--- src/dmt_pkg.sv ---
package dmt_pkg;

   // command codes
   localparam logic [1:0] CMD_TICK  = 2'd0;
   localparam logic [1:0] CMD_READ  = 2'd1;
   localparam logic [1:0] CMD_WRITE = 2'd2;

   // register indexes
   localparam logic [1:0] REG_DIV  = 2'd0;
   localparam logic [1:0] REG_TIMA = 2'd1;
   localparam logic [1:0] REG_TMA  = 2'd2;
   localparam logic [1:0] REG_TAC  = 2'd3;

   // prescaler periods
   localparam logic [8:0]  DIV_PERIOD   = 9'd256;
   localparam logic [10:0] TIM_PER_1024 = 11'd1024;
   localparam logic [10:0] TIM_PER_16   = 11'd16;
   localparam logic [10:0] TIM_PER_64   = 11'd64;
   localparam logic [10:0] TIM_PER_256  = 11'd256;

   // control byte
   localparam logic [7:0] CTRL_RESET   = 8'h04;
   localparam int         CTRL_EN_BIT  = 2;

   typedef struct packed {
      logic [1:0] cmd;
      logic [7:0] elapsed_cycles;
      logic [1:0] reg_index;
      logic [7:0] write_data;
   } req_type;

   typedef struct packed {
      logic [7:0] read_data;
      logic       timer_irq;
   } rsp_type;

   // counter prescaler period from control bits 1:0
   function automatic logic [10:0] timer_period(input logic [1:0] sel);
      logic [10:0] per;
      case (sel)
         2'd0:    per = TIM_PER_1024;
         2'd1:    per = TIM_PER_16;
         2'd2:    per = TIM_PER_64;
         default: per = TIM_PER_256;
      endcase
      return per;
   endfunction

endpackage

--- src/dmt_core.sv ---
module dmt_core (
   input  logic              clock,
   input  logic              reset,
   input  logic              step_en,
   input  dmt_pkg::req_type  req,
   output dmt_pkg::rsp_type  rsp
);

   logic [7:0]  div_count_ff, div_count_in;
   logic [8:0]  div_rem_ff, div_rem_in;
   logic [7:0]  tim_count_ff, tim_count_in;
   logic [7:0]  tim_mod_ff, tim_mod_in;
   logic [7:0]  ctrl_ff, ctrl_in;
   logic [10:0] tim_rem_ff, tim_rem_in;

   logic        div_hit;
   logic        tim_hit;
   logic        tim_en;

   // prescaler compares
   assign tim_en  = ctrl_ff[dmt_pkg::CTRL_EN_BIT];
   assign div_hit = div_rem_ff <= {1'b0, req.elapsed_cycles};
   assign tim_hit = tim_rem_ff <= {3'b000, req.elapsed_cycles};

   // next state and result for the item in hand
   always_comb begin
      div_count_in  = div_count_ff;
      div_rem_in    = div_rem_ff;
      tim_count_in  = tim_count_ff;
      tim_mod_in    = tim_mod_ff;
      ctrl_in       = ctrl_ff;
      tim_rem_in    = tim_rem_ff;
      rsp.read_data = '0;
      rsp.timer_irq = 1'b0;
      case (req.cmd)
         dmt_pkg::CMD_TICK: begin
            if (tim_en) begin
               if (tim_hit) begin
                  tim_rem_in = dmt_pkg::timer_period(ctrl_ff[1:0]);
                  if (tim_count_ff == 8'hFF) begin
                     tim_count_in  = tim_mod_ff;
                     rsp.timer_irq = 1'b1;
                  end else begin
                     tim_count_in = tim_count_ff + 8'd1;
                  end
               end else begin
                  tim_rem_in = tim_rem_ff - {3'b000, req.elapsed_cycles};
               end
            end
            if (div_hit) begin
               div_rem_in   = dmt_pkg::DIV_PERIOD;
               div_count_in = div_count_ff + 8'd1;
            end else begin
               div_rem_in = div_rem_ff - {1'b0, req.elapsed_cycles};
            end
         end
         dmt_pkg::CMD_READ: begin
            case (req.reg_index)
               dmt_pkg::REG_DIV:  rsp.read_data = div_count_ff;
               dmt_pkg::REG_TIMA: rsp.read_data = tim_count_ff;
               dmt_pkg::REG_TMA:  rsp.read_data = tim_mod_ff;
               default:           rsp.read_data = ctrl_ff;
            endcase
         end
         dmt_pkg::CMD_WRITE: begin
            case (req.reg_index)
               dmt_pkg::REG_DIV:  div_count_in = '0;
               dmt_pkg::REG_TIMA: tim_count_in = req.write_data;
               dmt_pkg::REG_TMA:  tim_mod_in   = req.write_data;
               default: begin
                  ctrl_in = req.write_data;
                  // new period selection restarts the prescaler
                  if (req.write_data[1:0] != ctrl_ff[1:0]) begin
                     tim_rem_in = dmt_pkg::timer_period(req.write_data[1:0]);
                  end
               end
            endcase
         end
         default: ;
      endcase
   end

   // timer state
   always_ff @(posedge clock) begin
      if (reset) begin
         div_count_ff <= '0;
         div_rem_ff   <= dmt_pkg::DIV_PERIOD;
         tim_count_ff <= '0;
         tim_mod_ff   <= '0;
         ctrl_ff      <= dmt_pkg::CTRL_RESET;
         tim_rem_ff   <= dmt_pkg::timer_period(dmt_pkg::CTRL_RESET[1:0]);
      end else if (step_en) begin
         div_count_ff <= div_count_in;
         div_rem_ff   <= div_rem_in;
         tim_count_ff <= tim_count_in;
         tim_mod_ff   <= tim_mod_in;
         ctrl_ff      <= ctrl_in;
         tim_rem_ff   <= tim_rem_in;
      end
   end

endmodule

--- src/divider_and_modulo_timer_top.sv ---
// A request passes the request register, then the result register, and waits in
// either while the output is blocked. The core updates all timer state together.
// Throughput: one item per cycle unless the output stalls.
// Reset: synchronous, active high; empties both registers and sets divider and
// counter to zero, modulo to zero, control to 0x04, prescalers to full period.
module divider_and_modulo_timer_top (
   input  logic              clock,
   input  logic              reset,
   input  logic              req_valid,
   output logic              req_ready,
   input  dmt_pkg::req_type  req_payload,
   output logic              rsp_valid,
   input  logic              rsp_ready,
   output dmt_pkg::rsp_type  rsp_payload
);

   logic              in_valid_ff;
   dmt_pkg::req_type  in_data_ff;
   logic              out_valid_ff;
   dmt_pkg::rsp_type  out_data_ff;
   dmt_pkg::rsp_type  core_rsp;
   logic              out_free;
   logic              advance;

   // stage moves when the result slot is empty or being emptied
   assign out_free  = !out_valid_ff || rsp_ready;
   assign advance   = in_valid_ff && out_free;
   assign req_ready = !in_valid_ff || out_free;

   dmt_core u_core (
      .clock   (clock),
      .reset   (reset),
      .step_en (advance),
      .req     (in_data_ff),
      .rsp     (core_rsp)
   );

   // request register
   always_ff @(posedge clock) begin
      if (reset) begin
         in_valid_ff <= 1'b0;
      end else if (req_ready) begin
         in_valid_ff <= req_valid;
      end
      if (req_valid && req_ready) begin
         in_data_ff <= req_payload;
      end
   end

   // result register
   always_ff @(posedge clock) begin
      if (reset) begin
         out_valid_ff <= 1'b0;
      end else if (out_free) begin
         out_valid_ff <= advance;
      end
      if (advance) begin
         out_data_ff <= core_rsp;
      end
   end

   assign rsp_valid   = out_valid_ff;
   assign rsp_payload = out_data_ff;

   // a processed item always lands in the result register
   a_advance_lands: assert property (@(posedge clock) disable iff (reset)
      advance |=> out_valid_ff)
      else $error("processed item not presented");

   // stall only when both stages are full and the output is blocked
   a_stall_cause: assert property (@(posedge clock) disable iff (reset)
      !req_ready |-> (in_valid_ff && out_valid_ff && !rsp_ready))
      else $error("request stalled without cause");

   // an interrupt result never carries read data
   a_irq_no_data: assert property (@(posedge clock) disable iff (reset)
      (out_valid_ff && out_data_ff.timer_irq) |-> (out_data_ff.read_data == 8'd0))
      else $error("interrupt with read data");

   // a result is only produced from a held request
   a_out_source: assert property (@(posedge clock) disable iff (reset)
      ($rose(out_valid_ff)) |-> $past(in_valid_ff))
      else $error("result without request");

endmodule

--- config.mk ---
export PLATFORM = sky130hd
export DESIGN_NAME = divider_and_modulo_timer_top
export DESIGN_NICKNAME = d
export VERILOG_FILES = /design/src/dmt_pkg.sv /design/src/dmt_core.sv /design/src/divider_and_modulo_timer_top.sv
export SDC_FILE = /design/constraint.sdc
export NUM_CORES = 1
export LEC_CHECK = 0
export BUFFER_PORTS_ARGS = -buffer_cell sky130_fd_sc_hd__buf_2
export CAP_MARGIN = 10
export CORE_ASPECT_RATIO = 1.2
export CORE_UTILIZATION = 40
export CTS_CLUSTER_SIZE = 16
export DETAILED_ROUTE_END_ITERATION = 10
export PLACE_DENSITY_LB_ADDON = 0.05
export SLEW_MARGIN = 10
export SYNTH_ARGS = -nofsm -noshare
export SYNTH_HDL_FRONTEND = slang
export SYNTH_SLANG_ARGS = --single-unit
--- constraint.sdc ---
create_clock -name clock -period 2.9 [get_ports clock]
set_input_delay 0.87 -clock clock [delete_from_list [all_inputs] [get_ports clock]]
set_output_delay 0.87 -clock clock [all_outputs]
set_load 0.05 [all_outputs]
==> summary.md, run 1 <==
| Metric | Value |
|---|---|
| Reg-to-reg startpoint | `in_data_ff[11]` |
| Die Height | `between 100 and 150 um` |
| Max Fanout on Critical Path | `10` |
| Worst reg-to-reg setup slack | `approximately 230 ps` |
| Slowest-stage cell, CP | `o311ai_4` |
| Clock-pin slew on the worst setup and hold paths | `70 ps` |
| H-Tree Depth | `3` |
| Grt ovf | `0` |
| RSZ-0062 raised after global routing | `false` |
| Drt drc | `0` |
| Asr flop ratio synth | `0` |
| Register Area | `1950 sq um` |
| Share of cells above drive strength 1 | `0.165` |
| Mean routed wirelength per cell | `17.8 um` |
| GRT Overall Usage | `0.215` |
| Arrival @ worst endpoint | `2920 ps` |
| Skew-Pair Late Insertion Delay | `340 ps` |
| # IOs | `35` |
| DP Area | `5010 sq um` |
| Worst setup SP type | `flip-flop` |
| RD Place Congestion | `0.872` |
| Bufs on Longest Clock Path | `2` |
| Total CTS buffers | `9` |
| # setup viols final | `0` |
| Chip width | `100 um` |
| Final Cycle Share | `0.922` |
| Fin. max-slew vios | `0` |
| Relative slew slack | `0.234` |
| Area taken by multi-input logic gates | `2510 sq um` |
| Vias | `3759` |
| CP required | `roughly 3200 ps` |
| Synth warn | `0` |
| CP max stage delay | `550 ps` |
| Largest net degree at the start of global routing | `32` |
| Number of synthesized flops with an enable pin | `29` |
| M3 GR Usage | `0.0280` |
| Total Power | `2.64 mW` |
| Hold Path Class | `flip-flop to flip-flop` |
| Fill cell count | `roughly 1100` |
| Port Buffers | `34` |
| Iter 0 DRT Violations | `107` |
| Row count | `42` |
| # Max-Cap Violations | `0` |
| DR pass1 iterations | `4` |
| First-pass GRT wire length | `19400 um` |
| Setup Buffers After CTS | `0` |
| Cell taking the most area after synthesis | `dfxtp_1` |
| Final hold violations | `0` |
| WHS Endpoint | `u_core.tim_rem_ff[0]` |
| Distinct cells, synth | `66` |
| Final WL | `12000 um` |
| CTS resizes | `0` |
| Ys flop type | `dfxtp_1` |
| GR Util met2 | `0.373` |
| # nets final | `561` |
| Clock root cell | `clkbuf_16` |
| Sink Count | `83` |
| Global route hottest layer | `met2` |
| Outcome | `finished clean` |
| Antenna diode count | `0` |
| Placeable Area | `~11000 sq um` |
| Maximum vdd drop | `0.314 mV` |
| Initial antenna violation count | `0` |
| Final instance area | `between 5000 and 6000 sq um` |
| Met1 Use GR | `0.253` |
| Fin Clk Skew | `7.95 ps` |
| Initial core utilization | `0.415` |
| Reg2Reg Depth | `8` |
| Placed cell count | `660` |
| Worst slew pin tran | `1150 ps` |
| Crit path kind | `flip-flop to flip-flop` |
| Critical Path, Cell by Cell | `inv_1 > ha_1 > nor2b_1 > o31a_1 > o31a_1 > o311ai_4 > a21oi_1 > a311oi_1` |
| Fmax | `374 MHz` |
| Post-Syn Nets | `520` |
| Vias in the first global route | `3703` |
| Synthesis-stage register bit count | `between 80 and 90` |
| Synth top area share | `0.234` |
| Sequential area share after synthesis | `0.422` |
| Syn-to-layout area delta | `14.1%` |
| R2R Path End | `u_core.tim_count_ff[3]` |
| Routed Antenna Nets | `0` |
| Top area cells in the synthesized netlist | `dfxtp_1 23%, edfxtp_1 19%, ha_1 4.9%` |
| Cell repeated most along the worst path | `o31a_1` |
| Avg Vias per Cell | `5.56` |
| Hold path startpoint | `u_core.tim_rem_ff[0]` |
| PwrDens | `roughly 500 nW/um^2` |
| Mean Syn Cell Area | `9.72 sq um` |
| Lkg Pwr | `2.07 nW` |
| Setup TNS | `0 ps` |
| Post-layout min period | `2670 ps` |
| Hold path depth | `2` |
| Synthesized area | `between 4000 and 5000 sq um` |
| Post-Layout Cell Count | `676` |
| Setup crit end kind | `flip-flop` |
| Hold Buf Count CTS | `0` |
| CTS tree | `yes` |
| Die area | `12000 sq um` |
| DP HPWL | `8820 um` |
| Post-Synthesis Cells | `476` |
-- sequential cells by signal (all words and copies together) (netlist names) --
| signal | flops |
|---|---|
| in_valid_ff | 1 |
| u_core.tim_count_ff | 8 |
| u_core.ctrl_ff | 8 |
| rsp_payload | 9 |
| in_data_ff | 20 |
| u_core.tim_mod_ff | 8 |
| u_core.div_count_ff | 8 |
| u_core.div_rem_ff | 9 |
| rsp_valid | 1 |
| u_core.tim_rem_ff | 11 |
-- cell families (layout without fill, tap and decap cells) --
| family | count (synthesis) | count (layout) | share of synthesized area |
|---|---|---|---|
| AOI/OAI and AO/OA | 123 | 123 | 0.185 |
| xor gates and xnor gates | 16 | 16 | 0.0303 |
| adders and majority gates | 20 | 20 | 0.0573 |
| buffers and inverters | 39 | 85 | 0.0362 |
| DFF | 83 | 83 | 0.422 |
| muxes | 25 | 25 | 0.0757 |
| and+or+nand+nor | 170 | 170 | 0.193 |
-- layout by cell type, fill, tap and decap left out, types with 3 or more instances in the layout --
cell type  instances
nor3_1             7
mux4_2             8
xnor2_1            9
or3_1             12
xor2_1             7
a211oi_1           3
a311oi_1           4
clkinv_4           3
a31oi_1            5
nand4_1           10
o21a_1             9
dfxtp_1           54
nor2_1            43
nand3_1           14
buf_4             15
nor2b_1           14
or4_1              5
clkinv_2           3
and2_1             6
nand4b_1           3
buf_2             34
ha_1              18
nand2b_1           5
nand2_1           32
clkbuf_16          9
o2111ai_1          5
o31ai_1            3
a32oi_1            4
o31a_1             3
and3_1             3
edfxtp_1          29
o211ai_1           3
inv_1             20
o21ai_0           21
a21oi_1           41
mux2i_1           17
-- through the flow --
stage / utilization / hold WS [ps] / setup slack [ps]
after floorplan: - / 432 / 547
after global placement: 0.450 / 442 / 360
after detailed placement: 0.450 / 445 / 297
after CTS: 0.474 / 455 / 241
after global routing: 0.474 / 472 / 83.4
final: 0.474 / 455 / 227
-- worst max-delay path: cells and delay by family (launching register included) --
family,cells,cell delay [ps]
compound gates,5,1600
flops,1,410
fa+ha+maj,1,270
buf+inv,1,150
simple gates,1,150
-- where the power goes --
group          switching [mW]  internal (mW)
logic                   0.195          0.119
registers              0.0309           1.24
clock network           0.472          0.577
total                   0.698           1.94
-- Yosys cell counts, drive strengths merged, types with 5 or more instances --
cell type  count
nor2b         14
or3           12
nand2         34
or4            5
nor2          43
edfxtp        29
inv           20
mux4           8
nand2b         5
and2           6
mux2i         17
o21ai         24
nor3           8
o2111ai        5
buf            8
nand4         10
clkbuf        11
o21a           9
xnor2          9
a21oi         41
dfxtp         54
nand3         14
xor2           7
a31oi          6
ha            18
-- routing by layer --
layer,vias up,routed length [um],share of wire
li1,1868,-,-
met1,1800,5110,0.43
met2,67,6200,0.52
met3,24,234,0.019
met4,0,458,0.038
met5,-,0,0
-- final cells by class --
| class | instances | area share |
|---|---|---|
| Multi-Input combinational cell | 354 | 0.475 |
| Inverter | 20 | 0.0142 |
| Tap cell | 154 | 0.0365 |
| Timing Repair Buffer | 49 | 0.0535 |
| Sequential cell | 83 | 0.370 |
| Clock inverter | 7 | 0.00853 |
| Clock buffer | 9 | 0.0426 |
-- how the worst max path moves through the flow --
stage                   startpoint                      to  cells after the start
floorplan           in_data_ff[11]   u_core.tim_rem_ff[10]                      8
global placement    in_data_ff[11]          rsp_payload[0]                      8
detailed placement  in_data_ff[11]  u_core.tim_count_ff[3]                      8
CTS                 in_data_ff[11]  u_core.tim_count_ff[3]                      8
global route        in_data_ff[11]  u_core.tim_count_ff[3]                      8
finish              in_data_ff[11]  u_core.tim_count_ff[3]                      8
Note: power is estimated with default switching activity, not from simulation.
==> run 2: changes to the inputs <==
- SYNTH_HIERARCHICAL: unset -> 1
==> run 2 against run 1 <==
Compared with the run above: via count down 6.2%; design area down 2.3%; count of clock-buffer cells in the layout up 2; core utilization down 0.64 points; first-iteration DRC count up 99%; clock power up 10%; global-route usage down 2.4 points; critical path type unchanged; highest routed layer unchanged.
==> summary.md, run 2 <==
| Metric | Value |
|---|---|
| Final hold violations | `0 (unchanged)` |
| Post-layout min period | `2500 ps (-173 ps)` |
| Reg with most FFs | `in_data_ff` |
| # IOs | `35 (unchanged)` |
| Relative slew slack | `0.381 (+0.147)` |
| Most frequent cells in the layout | `55 x nor2_1, 54 x dfxtp_1, 34 x buf_2` |
| Total CTS buffers | `9 (unchanged)` |
| Hold path depth | `2 (unchanged)` |
| Mux cell area share after synthesis | `0.0908 (+0.0151)` |
| CP required | `3090 ps (-60 ps)` |
| Top area cells in the synthesized netlist | `dfxtp_1 24%, edfxtp_1 19%, mux2i_1 5.1%` |
| Crit path max-delay family | `compound AO/OA/AOI/OAI gates` |
| Number of synthesized flops with an enable pin | `29 (unchanged)` |
| Setup TNS | `0 ps (unchanged)` |
| First-pass GRT wire length | `17400 um (-10%)` |
| Vias | `3525 (-6.2%)` |
| Switching pwr | `0.675 mW (-3.3%)` |
| WP depth | `9 (+1)` |
| WHS Endpoint | `u_core/div_rem_ff[3]` |
| Compound-Gate Fraction of Synth Area | `0.155 (-0.0309)` |
| Most instantiated cells after synthesis | `55 x nor2_1, 54 x dfxtp_1, 29 x edfxtp_1` |
| RD Place Congestion | `0.812 (-6.9%)` |
| Cell taking the most area after synthesis | `dfxtp_1` |
| Distinct cells, synth | `59 (-11%)` |
| H-Tree Depth | `3 (unchanged)` |
| # setup viols final | `0 (unchanged)` |
| Worst Slack Setup Final | `401 ps (+173 ps)` |
| Asr flop ratio synth | `0 (unchanged)` |
| Antenna diode count | `0 (unchanged)` |
| DR pass1 iterations | `5 (+1)` |
| Internal Power | `2.05 mW (+5.7%)` |
| Slowest-stage cell, CP | `edfxtp_1` |
| Sink Count | `83 (unchanged)` |
| Final Cycle Share | `0.862 (-0.0598)` |
| Die Height | `118 um (-1.2%)` |
| Clock-pin slew on the worst setup and hold paths | `60 ps (about the same)` |
| Worst path buffer plus inverter count | `2 (+1)` |
| Setup crit end kind | `flip-flop` |
| Hold Buf Count CTS | `0 (unchanged)` |
| CTS resizes | `0 (unchanged)` |
| CTS tree | `yes` |
| # Max-Cap Violations | `0 (unchanged)` |
| Critical Path, Cell by Cell | `inv_1 > ha_1 > a21o_1 > a211oi_1 > nand4_1 > a31oi_1 > buf_4 > mux2i_1 > nor2_1` |
| Worst reg-to-reg setup slack | `400 ps (+170 ps)` |
| Clock root cell | `clkbuf_16` |
| Pre-CTS WS | `352 ps (+54.3 ps)` |
| Adder-Cell Fraction of Synth Area | `0.0587 (+0.00140)` |
| Synth top area share | `0.239 (+0.00569)` |
| Skew-Pair Late Insertion Delay | `340 ps (about the same)` |
| Hold Path Class | `flip-flop to flip-flop` |
| R2R Path End | `u_core/tim_count_ff[4]` |
| Synth Area in Simple Gates | `0.200 (+0.00637)` |
| Routed Antenna Nets | `0 (unchanged)` |
| Ys flop type | `dfxtp_1` |
| Worst setup SP type | `flip-flop` |
| Iter 0 DRT Violations | `213 (+99%)` |
| Synth warn | `6 (+6)` |
| Vias in the first global route | `3315 (-10%)` |
| Post-Syn Nets | `506 (-2.7%)` |
| Hold path startpoint | `u_core/div_rem_ff[3]` |
| Post-synthesis xor/xnor area fraction | `0.0310 (+0.000738)` |
| Final instance area | `5160 sq um (-2.3%)` |
| Part of the power in registers | `0.470 (-0.013)` |
| Post-Synthesis Cells | `462 (-2.9%)` |
| Reg2Reg Depth | `9 (+1)` |
| Initial antenna violation count | `0 (unchanged)` |
| Synthesis-stage register bit count | `83 (unchanged)` |
| Syn-to-layout area delta | `14.2%` |
| Mean Syn Cell Area | `9.78 sq um (+0.58%)` |
| Maximum vdd drop | `0.220 mV (-30%)` |
| Fin Clk Skew | `5.06 ps (-2.89 ps)` |
| CP max stage delay | `360 ps (-190 ps)` |
| Switching part of the total | `0.248 (-0.0169)` |
| Grt ovf | `0 (unchanged)` |
| Arrival @ worst endpoint | `2690 ps (-230 ps)` |
| Placeable Area | `11000 sq um (-0.94%)` |
| Max Fanout on Critical Path | `12 (+2)` |
| Mean routed wirelength per cell | `16.4 um (-7.4%)` |
| Avg Vias per Cell | `5.54 (-0.33%)` |
| Row count | `42 (unchanged)` |
| Final WL | `10500 um (-13%)` |
| Initial core utilization | `0.409 (-0.00602)` |
| Die area | `11700 sq um (-2.3%)` |
| DP Area | `4860 sq um (-3.1%)` |
| Reg-to-reg startpoint | `in_data_ff[16]` |
| Lkg Pwr | `2.05 nW (-0.94%)` |
| Count leader, synth | `nor2_1` |
| Post-Layout Cell Count | `636 (-5.9%)` |
| Bufs on Longest Clock Path | `2 (unchanged)` |
| PwrDens | `528 nW/um^2 (+5.8%)` |
| Commonest non-fill, non-tap cell in the layout | `nor2_1` |
| Clock group share of total power | `0.427 (+0.029)` |
| Fmax | `400 MHz (+6.9%)` |
| RSZ-0062 raised after global routing | `false` |
| Fill cell count | `1065 (-3.6%)` |
| Share of cells above drive strength 1 | `0.157 (-0.00800)` |
| Synthesized area | `4520 sq um (-2.4%)` |
| Chip width | `99.0 um (-1.2%)` |
| # nets final | `543 (-3.2%)` |
| DP HPWL | `7480 um (-15%)` |
| Placed cell count | `620 (-6.1%)` |
| Fin. max-slew vios | `0 (unchanged)` |
| Largest family of logic cells by synthesized area | `simple AND/OR/NAND/NOR gates` |
| Max reg flops | `20 (unchanged)` |
| Crit path kind | `flip-flop to flip-flop` |
| Largest regs | `in_data_ff x20, u_core/tim_rem_ff x11` |
| Largest net degree at the start of global routing | `48 (+50%)` |
| Sequential area share after synthesis | `0.432 (+0.0103)` |
| Outcome | `finished clean` |
| GRT Overall Usage | `0.191 (-0.0243)` |
| Port Buffers | `34 (unchanged)` |
| Drt drc | `0 (unchanged)` |
| Combinational share of power | `0.103 (-0.016)` |
| Setup Buffers After CTS | `0 (unchanged)` |
| Worst slew pin tran | `929 ps (-220 ps)` |
-- run 2: cell types whose count changed in the layout (fill, tap and decap cells not counted), sizes merged, moves of 5 or more --
cell     delta
clkinv      -7
buf         -5
nand2      -10
mux2i       +6
a2bb2oi     +5
a21oi      -12
a211oi      +5
or3         -5
o21ai       -6
nor2       +12
-- run 2: power groups by stage --
stage | clock, mW | sequential [mW] | combinational [mW]
2_1_floorplan | 0 | 1.31 | 0.196
3_3_place_gp | 0 | 1.31 | 0.278
3_5_place_dp | 0 | 1.31 | 0.282
4_1_cts | 1.19 | 1.28 | 0.283
5_1_grt | 1.25 | 1.29 | 0.311
6_report | 1.16 | 1.28 | 0.280
-- run 2: area by class of cell --
class	instances	area, sq um	area share
multi-input cells	340	2420	0.468
flip-flops and latches	83	1950	0.378
repair buffers	44	245	0.0475
clock buffers	11	243	0.0470
well taps	132	165	0.0320
inverters	21	78.8	0.0153
clock inverters	5	61.3	0.0119
-- run 2: worst max-delay path by stage --
stage	start	endpoint	slack (ps)
floorplan	rsp_ready	u_core/div_rem_ff[2]	280
global route	in_data_ff[16]	u_core/tim_count_ff[4]	190
finish	in_data_ff[16]	u_core/tim_count_ff[4]	400
CTS	in_data_ff[16]	u_core/tim_count_ff[4]	400
detailed placement	rsp_ready	u_core/div_rem_ff[8]	350
global placement	rsp_ready	u_core/div_rem_ff[8]	360
-- run 2: metrics by stage --
stage          total power [mW]   util  hold slack (ps)
2_1_floorplan              1.50      -              432
3_3_place_gp               1.58  0.440              442
3_5_place_dp               1.59  0.440              454
4_1_cts                    2.75  0.468              468
5_1_grt                    2.84  0.468              493
6_report                   2.72  0.468              469
-- run 2: logic make-up after synthesis --
group / after synthesis
muxes: 31
AOI/OAI and AO/OA: 103
xor gates and xnor gates: 16
buffers and inverters: 39
and+or+nand+nor: 170
DFF: 83
adders and majority gates: 20
-- run 2: layer usage --
layer,GRT usage,up-vias,wire length [um]
li1,-,1765,-
met1,0.278,1669,5180
met2,0.288,76,4710
met3,0.0213,15,393
met4,0.0746,0,172
met5,0,-,0
-- run 2: worst register-to-register path, delay by kind of cell, from the launching register on --
kind	cells	cell delay, ps
fa+ha+maj	1	310
compound gates	3	780
mux	1	220
buf+inv	2	380
simple gates	2	300
flops	1	360
